### src/sv/tto_pkg.sv
// Shared types, command codes and constants for the triangle tangent orthogonalizer.
package tto_pkg;

    // Fixed-point constants of the tangent math
    localparam logic [15:0] OneQ14    = 16'd16384;
    localparam int          SqrtSteps = 32;
    localparam int          DivSteps  = 16;

    // One triangle corner
    typedef struct packed {
        logic signed [31:0] pos_x;
        logic signed [31:0] pos_y;
        logic signed [31:0] pos_z;
        logic signed [31:0] tex_u;
        logic signed [31:0] tex_v;
        logic signed [15:0] norm_x;
        logic signed [15:0] norm_y;
        logic signed [15:0] norm_z;
    } corner_t;

    // One orthogonalized tangent
    typedef struct packed {
        logic signed [15:0] tan_x;
        logic signed [15:0] tan_y;
        logic signed [15:0] tan_z;
        logic               degenerate;
    } result_t;

    // Datapath operations
    typedef enum logic [4:0] {
        OP_IDLE,
        OP_LOAD0,
        OP_LOAD1,
        OP_LOAD2,
        OP_MAGS,
        OP_DETA,
        OP_DETB,
        OP_DETC,
        OP_SHDV,
        OP_SHE,
        OP_TM1,
        OP_TA1,
        OP_TM2,
        OP_TA2,
        OP_TMAG,
        OP_SHT,
        OP_DM,
        OP_DA,
        OP_PM,
        OP_PA,
        OP_PMAG,
        OP_SHP,
        OP_SQ,
        OP_SQA,
        OP_SQI,
        OP_SQS,
        OP_DVI,
        OP_DVS,
        OP_DVE,
        OP_EMIT
    } op_t;

    // Command from controller to datapath
    typedef struct packed {
        op_t        op;
        logic [1:0] idx;
        logic       deg;
    } dp_cmd_t;

    // Status from datapath to controller
    typedef struct packed {
        logic dv_fit;
        logic e_fit;
        logic t_fit;
        logic p_fit;
        logic det_zero;
        logic sum_zero;
    } dp_stat_t;

endpackage

### src/sv/tto_ctrl.sv
// Controller: corner counting, operation sequencing and result handshake.
module tto_ctrl (
    input  logic              clk,
    input  logic              rst_n,
    input  logic              in_valid,
    output logic              in_stall,
    output logic              out_valid,
    input  logic              out_stall,
    input  tto_pkg::dp_stat_t stat,
    output tto_pkg::dp_cmd_t  cmd
);

    typedef enum logic [4:0] {
        ST_IDLE,
        ST_MAGS,
        ST_DETA,
        ST_DETB,
        ST_DETC,
        ST_SHDV,
        ST_SHE,
        ST_TM1,
        ST_TA1,
        ST_TM2,
        ST_TA2,
        ST_TMAG,
        ST_SHT,
        ST_DM,
        ST_DA,
        ST_PM,
        ST_PA,
        ST_PMAG,
        ST_SHP,
        ST_SQ,
        ST_SQA,
        ST_SQI,
        ST_SQS,
        ST_DVI,
        ST_DVS,
        ST_DVE,
        ST_EMIT
    } state_t;

    state_t     state_reg, state_next;
    logic [1:0] cnt_reg, cnt_next;
    logic [1:0] idx_reg, idx_next;
    logic [4:0] step_reg, step_next;
    logic       deg_reg, deg_next;
    logic       out_valid_reg, out_valid_next;

    // Decode next state and the datapath command
    always_comb
    begin
        state_next     = state_reg;
        cnt_next       = cnt_reg;
        idx_next       = idx_reg;
        step_next      = step_reg;
        deg_next       = deg_reg;
        out_valid_next = out_valid_reg && out_stall;
        cmd.op         = tto_pkg::OP_IDLE;
        cmd.idx        = idx_reg;
        cmd.deg        = deg_reg;
        case (state_reg)
            ST_IDLE:
            begin
                if (in_valid)
                begin
                    case (cnt_reg)
                        2'd0:
                        begin
                            cmd.op   = tto_pkg::OP_LOAD0;
                            cnt_next = 2'd1;
                        end
                        2'd1:
                        begin
                            cmd.op   = tto_pkg::OP_LOAD1;
                            cnt_next = 2'd2;
                        end
                        default:
                        begin
                            cmd.op     = tto_pkg::OP_LOAD2;
                            cnt_next   = 2'd0;
                            idx_next   = 2'd0;
                            deg_next   = 1'b0;
                            state_next = ST_MAGS;
                        end
                    endcase
                end
            end
            ST_MAGS:
            begin
                cmd.op     = tto_pkg::OP_MAGS;
                state_next = ST_DETA;
            end
            ST_DETA:
            begin
                cmd.op     = tto_pkg::OP_DETA;
                state_next = ST_DETB;
            end
            ST_DETB:
            begin
                cmd.op     = tto_pkg::OP_DETB;
                state_next = ST_DETC;
            end
            ST_DETC:
            begin
                cmd.op     = tto_pkg::OP_DETC;
                state_next = ST_SHDV;
            end
            ST_SHDV:
            begin
                // drop straight to the result on a flat UV mapping
                if (stat.det_zero)
                begin
                    deg_next   = 1'b1;
                    state_next = ST_EMIT;
                end
                else
                begin
                    cmd.op = tto_pkg::OP_SHDV;
                    if (stat.dv_fit)
                    begin
                        state_next = ST_SHE;
                    end
                end
            end
            ST_SHE:
            begin
                cmd.op = tto_pkg::OP_SHE;
                if (stat.e_fit)
                begin
                    state_next = ST_TM1;
                end
            end
            ST_TM1:
            begin
                cmd.op     = tto_pkg::OP_TM1;
                state_next = ST_TA1;
            end
            ST_TA1:
            begin
                cmd.op     = tto_pkg::OP_TA1;
                state_next = ST_TM2;
            end
            ST_TM2:
            begin
                cmd.op     = tto_pkg::OP_TM2;
                state_next = ST_TA2;
            end
            ST_TA2:
            begin
                cmd.op = tto_pkg::OP_TA2;
                if (idx_reg == 2'd2)
                begin
                    idx_next   = 2'd0;
                    state_next = ST_TMAG;
                end
                else
                begin
                    idx_next   = idx_reg + 2'd1;
                    state_next = ST_TM1;
                end
            end
            ST_TMAG:
            begin
                cmd.op     = tto_pkg::OP_TMAG;
                state_next = ST_SHT;
            end
            ST_SHT:
            begin
                cmd.op = tto_pkg::OP_SHT;
                if (stat.t_fit)
                begin
                    state_next = ST_DM;
                end
            end
            ST_DM:
            begin
                cmd.op     = tto_pkg::OP_DM;
                state_next = ST_DA;
            end
            ST_DA:
            begin
                cmd.op = tto_pkg::OP_DA;
                if (idx_reg == 2'd2)
                begin
                    idx_next   = 2'd0;
                    state_next = ST_PM;
                end
                else
                begin
                    idx_next   = idx_reg + 2'd1;
                    state_next = ST_DM;
                end
            end
            ST_PM:
            begin
                cmd.op     = tto_pkg::OP_PM;
                state_next = ST_PA;
            end
            ST_PA:
            begin
                cmd.op = tto_pkg::OP_PA;
                if (idx_reg == 2'd2)
                begin
                    idx_next   = 2'd0;
                    state_next = ST_PMAG;
                end
                else
                begin
                    idx_next   = idx_reg + 2'd1;
                    state_next = ST_PM;
                end
            end
            ST_PMAG:
            begin
                cmd.op     = tto_pkg::OP_PMAG;
                state_next = ST_SHP;
            end
            ST_SHP:
            begin
                cmd.op = tto_pkg::OP_SHP;
                if (stat.p_fit)
                begin
                    state_next = ST_SQ;
                end
            end
            ST_SQ:
            begin
                cmd.op     = tto_pkg::OP_SQ;
                state_next = ST_SQA;
            end
            ST_SQA:
            begin
                cmd.op = tto_pkg::OP_SQA;
                if (idx_reg == 2'd2)
                begin
                    idx_next   = 2'd0;
                    state_next = ST_SQI;
                end
                else
                begin
                    idx_next   = idx_reg + 2'd1;
                    state_next = ST_SQ;
                end
            end
            ST_SQI:
            begin
                // drop to the result when the projection vanished
                cmd.op    = tto_pkg::OP_SQI;
                step_next = '0;
                if (stat.sum_zero)
                begin
                    deg_next   = 1'b1;
                    state_next = ST_EMIT;
                end
                else
                begin
                    state_next = ST_SQS;
                end
            end
            ST_SQS:
            begin
                cmd.op    = tto_pkg::OP_SQS;
                step_next = step_reg + 5'd1;
                if (step_reg == 5'(tto_pkg::SqrtSteps - 1))
                begin
                    step_next  = '0;
                    state_next = ST_DVI;
                end
            end
            ST_DVI:
            begin
                cmd.op     = tto_pkg::OP_DVI;
                step_next  = '0;
                state_next = ST_DVS;
            end
            ST_DVS:
            begin
                cmd.op    = tto_pkg::OP_DVS;
                step_next = step_reg + 5'd1;
                if (step_reg == 5'(tto_pkg::DivSteps - 1))
                begin
                    state_next = ST_DVE;
                end
            end
            ST_DVE:
            begin
                cmd.op = tto_pkg::OP_DVE;
                if (idx_reg == 2'd2)
                begin
                    idx_next   = 2'd0;
                    state_next = ST_EMIT;
                end
                else
                begin
                    idx_next   = idx_reg + 2'd1;
                    state_next = ST_DVI;
                end
            end
            ST_EMIT:
            begin
                // hold until the output register is free
                if (!out_valid_reg || !out_stall)
                begin
                    cmd.op         = tto_pkg::OP_EMIT;
                    out_valid_next = 1'b1;
                    state_next     = ST_IDLE;
                end
            end
            default:
            begin
                state_next = ST_IDLE;
            end
        endcase
    end

    // Hold state and registered outputs
    always_ff @(posedge clk or negedge rst_n)
    begin
        if (!rst_n)
        begin
            state_reg     <= ST_IDLE;
            cnt_reg       <= '0;
            idx_reg       <= '0;
            step_reg      <= '0;
            deg_reg       <= 1'b0;
            out_valid_reg <= 1'b0;
        end
        else
        begin
            state_reg     <= state_next;
            cnt_reg       <= cnt_next;
            idx_reg       <= idx_next;
            step_reg      <= step_next;
            deg_reg       <= deg_next;
            out_valid_reg <= out_valid_next;
        end
    end

    assign in_stall  = (state_reg != ST_IDLE);
    assign out_valid = out_valid_reg;

endmodule

### config.mk
export PLATFORM = sky130hd
export DESIGN_NAME = tto_ctrl
export DESIGN_NICKNAME = d
export VERILOG_FILES = /design/src/sv/tto_pkg.sv /design/src/sv/tto_ctrl.sv
export SDC_FILE = /design/constraint.sdc
export NUM_CORES = 1
export LEC_CHECK = 0
export ABC_AREA = 1
export BUFFER_PORTS_ARGS = -buffer_cell sky130_fd_sc_hd__clkbuf_2
export CELL_PAD_IN_SITES_DETAIL_PLACEMENT = 1
export CELL_PAD_IN_SITES_GLOBAL_PLACEMENT = 1
export CORE_MARGIN = 2
export CORE_UTILIZATION = 36
export DETAILED_ROUTE_END_ITERATION = 6
export GPL_TIMING_DRIVEN = 0
export PLACE_DENSITY = 0.81
export SYNTH_ARGS = -nofsm -noshare
export SYNTH_HDL_FRONTEND = slang
export SYNTH_SLANG_ARGS = --single-unit
### constraint.sdc
create_clock -name clk -period 1.57 [get_ports clk]
set_input_delay 0.0785 -clock clk [delete_from_list [all_inputs] [get_ports clk]]
set_output_delay 0.0785 -clock clk [all_outputs]
set_load 0.01 [all_outputs]
# Word-level counts from Yosys, hierarchy flattened
# Index checks and enable logic that the tools add are counted.
dict set report word_totals {
  regBits 16
  in_bits 10
  out_inout_bits 10
  word_cells 102
}
dict set report classes {
  n_addsub 2
  eq_ne 41
  muxes 36
  reduce_logical 17
}
# cell count
set ops {}
lappend ops {{5-bit case mux with 27 select lines} 2}
lappend ops {{5-bit two-way mux} 13}
lappend ops {{5-bit equality test (second input constant)} 12}
lappend ops {{5-bit by 4-bit equality test with 1-bit output (second input constant)} 9}
lappend ops {{5-bit by 3-bit equality test with 1-bit output (second input constant)} 4}
lappend ops {{2-bit inequality test (second input constant)} 10}
lappend ops {{4-bit two-way mux} 4}
lappend ops {{5-bit case mux with 3 select lines} 1}
lappend ops {{2-bit case mux with 2 select lines} 3}
lappend ops {{5-bit by 2-bit equality test with 1-bit output (second input constant)} 2}
lappend ops {{2-bit two-way mux} 5}
lappend ops {{9-bit AND reduction} 1}
lappend ops {{1-bit two-way mux} 6}
lappend ops {{3-bit nonzero test} 2}
lappend ops {{5-bit by 1-bit adder with 5-bit output (second input constant)} 1}
lappend ops {{5-bit by 1-bit equality test with 1-bit output (second input constant)} 1}
lappend ops {{5-bit zero test} 1}
lappend ops {{5-bit AND reduction} 1}
lappend ops {{5-bit nonzero test} 1}
lappend ops {{5-bit OR reduction} 1}
lappend ops {{2-bit OR reduction} 2}
lappend ops {{3-bit two-way mux} 1}
lappend ops {{3-bit inequality test (second input constant)} 1}
lappend ops {{1-bit case mux with 3 select lines} 1}
lappend ops {{10 further kinds} 11}

# Logic depth before layout (Yosys ltp)
# Gate-level depths: netlist of run 1.
dict set report depth {
  ltp_word 5
  mapped_depth 11
  ltp_nobuf 11
}

# Worst setup path before layout of run 1
# Ideal clock, no wire load.
dict set report synth_timing {
  path_type {flip-flop to flip-flop}
  startpoint {register step_reg[0]}
  endpoint {register state_reg[3]}
  setup_time_ps 116
  t_arrival_ps 1418
  required_ps 1454
  setup_slack_ps 35
  stages_incl_launch_ff 12
  path_buffers 0
  synth_period_minus_slack_ps 1535
  path_cell_list {dfrtp_1 > ha_1 > and3_1 > ha_1 > inv_1 > nand4_1 > nand2_1 > nor2_1 > nand2_1 > nor2_2 > nand2_1 > nand2_1}
}
dict set report synth_between {
  elab_chain_len 3
  elab_cells_between_ends 5
  classes_between {4 x eq/ne; 1 x reduce/logical}
}
# item line_no
set synth_rtl {}
lappend synth_rtl {{from (decl)} tto_ctrl.sv:46} ;# logic [4:0] step_reg, step_next;
lappend synth_rtl {{from (signal assigned)} tto_ctrl.sv:334} ;# step_reg <= step_next;
lappend synth_rtl {{5-bit by 4-bit equality test with 1-bit output / 5-bit equality test (equally long branches)} {tto_ctrl.sv:281, tto_ctrl.sv:265}}
lappend synth_rtl {{2-bit inequality test (no line)} --}
lappend synth_rtl {{9-bit AND reduction (no line) *} --}
lappend synth_rtl {{to (signal assigned)} tto_ctrl.sv:331} ;# state_reg <= state_next;
lappend synth_rtl {{to (decl)} tto_ctrl.sv:43} ;# state_t state_reg, state_next;
# Mark *: on every way between the ends. The rest lies on a longest branch, timed or not.
# A chain may end at the register's enable or synchronous reset.

==> impl_metrics.toml, run 1 <==
[setup_path]
critPathBufInv = 2
crit_chain = "inv_4 -> nor2_8 -> nand3_4 -> o211ai_1 -> a21oi_1 -> nand3_1 -> buf_2"
max_stage_delay_ns = 0.53
worstPathRequired_ns = 1.49
cpLargestDelayFamily = "flip-flops"
end_kind = "output pin"
r2r_cells = 9
timing.rr.start = "state_reg[1]"
critPathMaxFanout = 9
path_depth = 7
crit_slowest_cell = "dfrtp_2"
crit_start = "state_reg[2]"
cp_data_arrival_time_ns = 1.78
criticalPathCategory = "reg2out"
cp-start-kind = "register"

[power]
leakagePower_nw = 1.26
power_switching_w = 0.00246
ir_worst_vdd_mv = 0.960
swShare_pct = 55.7
power_density_nw_per_um2 = 1850
power_frac_clock_pct = 9.0
p_seq_share_pct = 17.6
combPwrFrac_pct = 73.4
p_int_w = 0.00196

[synth]
synth_async_sr_flop_share_pct = 100
syn_area_um2 = 1540
synth.largest_area_cell = "dfrtp_1"
syn_area_per_cell_um2 = 5.93
synth-seq-cells = 16
synthDominantCellAreaShare_pct = 26.0
syn_inst = 260
yosysMostFrequentCell = "nand2_1"
synth_edf_count = 0
ys_types = 27
synthXorXnorAreaFrac_pct = 1.14
synth_top_family_by_area = "simple AND/OR/NAND/NOR gates"
synthSimpleGateAreaFrac_pct = 51.8
yosysSeqAreaShare_pct = 26.0
synthAdderAreaFrac_pct = 2.44
synth_ff_type = "dfrtp_1"
synth_mux_area_share_pct = 0
ys_top_cells_by_count = "nand2_1, nand3_1, inv_1, nor2_1, dfrtp_1"
synth_nets = 273
synth_compound_area_share_pct = 7.79
synth.area.top_cells = "dfrtp_1, nand2_1, nand3_1, inv_1, nor2_1"
synth_warnings = 0

[timing]
setup_slack_ns = -0.287
fin_crit_ns = 1.86
tightestPinTransition_ns = 0.435
finalHoldViolations = 0
post-route-period-util_pct = 118
clock.fmax_mhz = 538
rsz0062_at_grt = "true"
maxSlewHeadroom_pct = 71.0
clock_skew_ns = 0.00119
drv_slew = 0
setup_viol_count_final = 19
whs_ns = 0.164

[routing]
vias = 2184
route.detailed.drc = 0
wl_per_cell_um = 23.1
via_per_inst = 6.05
drtIter0Drc = 223
drt_first_pass_iters = 4
detail-route-antenna-nets = 0
wirelength_um = 8350

[min_path]
hold_start = "out_stall"
hold_path.class = "in2reg"
whs_path_depth = 3

[floorplanning]
die_w_um = 69.4
die_h_um = 69.4
die_area_um2 = 4820
pin_count = 20
rows = 23
core-area_um2 = 4060
start_util_pct = 38.0

[global_routing]
overflow = 0
grt_max_degree = 17
grt_pass1_vias = 2173
grt_use_total_pct = 29.8
grt_pass1_wl_um = 11400
antenna_found_initial = 0

[placement]
dp_hpwl_um = 4140
post_dp_cell_area_um2 = 1700
gp_congestion = 0.907
numPortBuffers = 19
placed_cells = 329

[clock_network]
cts_root_buffer = "clkbuf_8"
clk_latency_ns = 0.26
cts_tree = "built"
clk_pin_slew_ns = 0.07
cts_buffer_depth = 2
cts_buffers = 3
htree_levels = 1
clkSinkCount = 16

[flow_run]
drv_cap = 0

[status]
violations = "negative setup slack"
status = "finished with violations"

[cells_and_area]
fin_cells = 361
nNetsFinal = 325
area_growth_pct = 55.0
drive_gt1_share_pct = 49.8
n_antenna_cell = 0
stdcell_area_um2 = 2390
fill_cells = 529
worst register-to-register path: stages, from the launching register on:
cell and delay [ns]:
dfrtp_2 0.51, nor2_4 0.21, nand2_4 0.12, nor2_4 0.13, buf_4 0.14, nand2_1 0.11
o21ai_2 0.16, nand3b_1 0.22, nand2_1 0.08, nand2_1 0.07
area by class of cell:
| cell class | instances | area, µm² | area share (%) |
|---|---|---|---|
| Tap cell | 50 | 62.6 | 2.62 |
| Inverter | 38 | 160 | 6.71 |
| Timing Repair Buffer | 47 | 335 | 14.0 |
| Sequential cell | 16 | 405 | 17.0 |
| Clock buffer | 4 | 55.1 | 2.30 |
| Multi-Input combinational cell | 202 | 1330 | 55.8 |
| Buffer | 4 | 37.5 | 1.57 |
per-stage QoR:
step | util (%) | worst slack [ns] | TNS (ns) | total power, W
after floorplan | - | 0.0351 | 0 | 0.00206
after global placement | 41.9 | -0.149 | -1.02 | 0.00263
after detailed placement | 41.9 | -0.181 | -1.44 | 0.00267
after CTS | 54.1 | -0.142 | -0.729 | 0.00368
after global routing | 58.9 | -0.325 | -4.18 | 0.00463
final | 58.9 | -0.287 | -2.96 | 0.00441
repair_timing:
item | 4_1_cts | 5_1_grt
setup buffers | 21 | 7
pin swaps | 21 | 19
hold buffers | 1 | 0
gates cloned | 0 | 0
gates resized for setup | 75 | 42
endpoints found under the hold margin | 16 | 0
endpoints found under the setup margin | 20 | 19
per-layer routing:
layer | vias to the layer above | share of wire, % | wire length (µm) | track usage [%]
met3 | 46 | 7.2 | 599 | 4.94
li1 | 941 | - | - | -
met2 | 123 | 50 | 4140 | 51.2
met4 | 0 | 5.8 | 487 | 16.3
met5 | - | 0 | 0 | 0
met1 | 1074 | 37 | 3120 | 35.2
cells in the final DEF (no fill, tap or decap), types with 2 or more instances in the layout:
cell | Yosys | layout
nor3_1 | 5 | 2
ha_4 | 0 | 2
nand4_1 | 10 | 10
nand3_1 | 30 | 18
nor2_4 | 2 | 13
xor2_1 | 2 | 2
buf_4 | 2 | 24
dfrtp_2 | 0 | 4
o21ai_2 | 0 | 3
o21ai_0 | 5 | 3
a21oi_1 | 9 | 7
clkbuf_2 | 0 | 17
nand2_4 | 1 | 6
clkbuf_8 | 0 | 4
inv_1 | 26 | 22
nand2_2 | 1 | 25
inv_4 | 0 | 7
inv_2 | 12 | 9
dfrtp_1 | 16 | 12
nor3_2 | 0 | 3
nand2_1 | 86 | 57
nor2_2 | 7 | 8
nand3_2 | 1 | 9
buf_2 | 2 | 2
nand3_4 | 0 | 4
o21ai_1 | 6 | 5
nor2_1 | 26 | 14
buf_6 | 0 | 6
power by group through the flow:
stage	Combinational, W	Clock, W	Sequential, W
global placement	0.00193	0	0.000709
CTS	0.00256	0.000393	0.000731
global route	0.00342	0.000416	0.000788
floorplan	0.00137	0	0.000689
finish	0.00324	0.000398	0.000776
detailed placement	0.00195	0	0.000720
final timing paths:
kind / endpoint / slack, ns
setup reg to reg: state_reg[3] / -0.25
hold / removal: out_valid / 0.16
max in group asynchronous: state_reg[2] / 0.96
setup / recovery: cmd[3] / -0.29
hold reg to reg: deg_reg / 0.53
min in group asynchronous: state_reg[3] / 0.28
kinds of logic after synthesis:
family | after synthesis
flops | 16
fa+ha+maj | 3
xor+xnor | 2
buf+inv | 42
simple gates | 174
compound gates | 23
Power figures use the tool's default switching activity.
==> run 2: changes to the inputs <==
ABC_AREA = not set   (was 1)
CORE_UTILIZATION = 38   (was 36)
PLACE_DENSITY = 0.8   (was 0.81)
==> run 2 against run 1 <==
  * The run still ends with negative setup slack left
  * Total power is 13% higher
  * Routed wire length is 32% lower
  * Sequential power is 2% lower
  * Synthesized area is 8.7% lower
  * Sequential cell count stayed put
  * Cell area is 8.0% lower
  * Global-route usage is 3.8 points lower
  * Fmax is 1.9% lower
==> impl_metrics.toml, run 2 <==
[setup_path]
cp_data_arrival_time_ns = 2.03
crit_slowest_cell = "dfrtp_1"
max_stage_delay_ns = 0.39
worstPathRequired_ns = 1.71
r2r_setup_slack_ns = -0.32
cp-endpoint = "state_reg[1]"
r2r_cells = 8
cpLargestDelayFamily = "multiplexers"
rr_endpoint = "state_reg[1]"
criticalPathCategory = "reg2reg"
end_kind = "register"
critPathBufInv = 0
timing.rr.start = "step_reg[1]"
crit_start = "step_reg[1]"
cp-start-kind = "register"
critPathMaxFanout = 3
crit_chain = "ha_2 -> and3_4 -> ha_4 -> mux2i_1 -> nand4_1 -> nand3_2 -> nor3_2 -> mux2_4"
path_depth = 8

[floorplanning]
pin_count = 20
rows = 22
start_util_pct = 39.0
die_w_um = 64.9
die_area_um2 = 4210
die_h_um = 64.9
core-area_um2 = 3610

[cells_and_area]
mostFrequentLayoutCells = "buf_4, nand2_1, a21oi_1, dfrtp_1, clkbuf_2"
nNetsFinal = 241
multiInputGateArea_um2 = 1140
n_antenna_cell = 0
drive_gt1_share_pct = 53.3
seqCellArea_um2 = 402
fill_cells = 415
fin_cells = 275
area_growth_pct = 56.2
final_common_cell = "buf_4"

[power]
leakagePower_nw = 0.935
power.total_w = 0.00497
ir_worst_vdd_mv = 0.967
power_density_nw_per_um2 = 2260

[synth]
yosysSeqAreaShare_pct = 28.4
ys_top_cells_by_count = "nand2_1, a21oi_1, dfrtp_1"
syn_inst = 176
syn_area_per_cell_um2 = 8.00
synth.largest_area_cell = "dfrtp_1"
synth_nets = 189
synth.area.top_cells = "dfrtp_1, a21oi_1, nand2_1, o21ai_0, mux2_2"
synth_async_sr_flop_share_pct = 100
synth-seq-cells = 16
ys_types = 54
synth_ff_type = "dfrtp_1"
yosysMostFrequentCell = "nand2_1"
synthDominantCellAreaShare_pct = 28.4
syn_area_um2 = 1410
synth_edf_count = 0
synth_warnings = 0

[global_routing]
grt_max_degree = 17
antenna_found_initial = 0
grt_pass1_wl_um = 8440
grt_pass1_vias = 1683
grt_use_total_pct = 26.0
overflow = 0

[routing]
via_per_inst = 5.92
drtIter0Drc = 108
route.detailed.drc = 0
vias = 1627
drt_first_pass_iters = 4
detail-route-antenna-nets = 0
wirelength_um = 5710
wl_per_cell_um = 20.7

[timing]
post-route-period-util_pct = 121
drv_slew = 0
tightestPinTransition_ns = 0.451
clock_skew_ns = 0.00202
rsz0062_at_grt = "true"
setup_viol_count_final = 15
setup_slack_ns = -0.324
tns_ns = -2.21
maxSlewHeadroom_pct = 69.9
clock.fmax_mhz = 528
fin_crit_ns = 1.89
finalHoldViolations = 0

[status]
status = "finished with violations"
violations = "negative setup slack"

[flow_run]
drv_cap = 0

[clock_network]
clkSinkCount = 16
cts_buffer_depth = 2
clk_pin_slew_ns = 0.07
clk_latency_ns = 0.25
cts_tree = "built"
cts_root_buffer = "clkbuf_8"
cts_buffers = 3
htree_levels = 1

[placement]
dp_hpwl_um = 3410
numPortBuffers = 19
placed_cells = 243
place_ws_ns = -0.350
gp_congestion = 0.967

[min_path]
hold_path.class = "in2reg"
==> run 2: what timing repair did <==
action,4_1_cts,5_1_grt
endpoints found under the setup margin,20,21
pin swaps,13,16
gates resized for setup,52,41
hold endpoints to repair,16,0
gates cloned,1,0
hold buffers,1,0
buffers inserted,16,11
==> run 2: power breakdown <==
part | internal (W) | switching (W)
Combinational | 0.00181 | 0.00202
Clock | 0.000223 | 0.000160
Sequential | 0.000580 | 0.000177
Total | 0.00261 | 0.00236
==> run 2: cells by family (layout without fill, tap and decap cells) <==
logic type	count (synthesis)	count (layout)	share of synthesized area (%)
buf+inv	22	73	7.64
fa+ha+maj	3	3	2.67
simple gates	66	66	27.4
mux	7	7	5.78
flops	16	16	28.4
compound gates	62	62	28.1
==> run 2: worst register-to-register path: stages, from the launching register on <==
cell     delay [ns]
dfrtp_1        0.39
ha_2           0.20
and3_4         0.17
ha_4           0.16
mux2i_1        0.20
nand4_1        0.13
nand3_2        0.14
nor3_2         0.07
mux2_4         0.32
==> run 2: cell type report <==
type,instances,share of cell area (%)
Clock buffer,4,2.50
Tap cell,48,2.73
Timing Repair Buffer,48,15.5
Buffer,14,7.40
Inverter,7,1.65
Multi-Input combinational cell,138,52.0
Sequential cell,16,18.3
==> run 2: metrics by stage <==
stage | hold slack [ns] | util [%] | instance area (µm²)
after floorplan | -0.217 | - | 1460
after global placement | 0.0257 | 44.7 | 1610
after detailed placement | 0.0353 | 44.7 | 1610
after CTS | 0.0982 | 54.3 | 1960
after global routing | 0.170 | 61.0 | 2200
final | 0.110 | 61.0 | 2200
==> run 2: worst min path at each step <==
| stage | startpoint | endpoint | slack [ns] | depth (start not counted) |
|---|---|---|---|---|
| floorplan | rst_n | cnt_reg[0] | -0.22 | 0 |
| global placement | rst_n | step_reg[3] | 0.03 | 1 |
| detailed placement | rst_n | step_reg[3] | 0.04 | 1 |
| CTS | out_stall | out_valid | 0.1 | 3 |
| global route | out_stall | out_valid | 0.17 | 3 |
| finish | out_stall | out_valid | 0.11 | 3 |
==> run 2: routing by layer <==
| metal | up-vias | wire [µm] | GRT usage [%] |
|---|---|---|---|
| met5 | - | 0 | 0 |
| met4 | 0 | 156 | 11.7 |
| met3 | 17 | 280 | 2.08 |
| met2 | 66 | 2830 | 43.8 |
| met1 | 795 | 2440 | 33.8 |
| li1 | 749 | - | - |
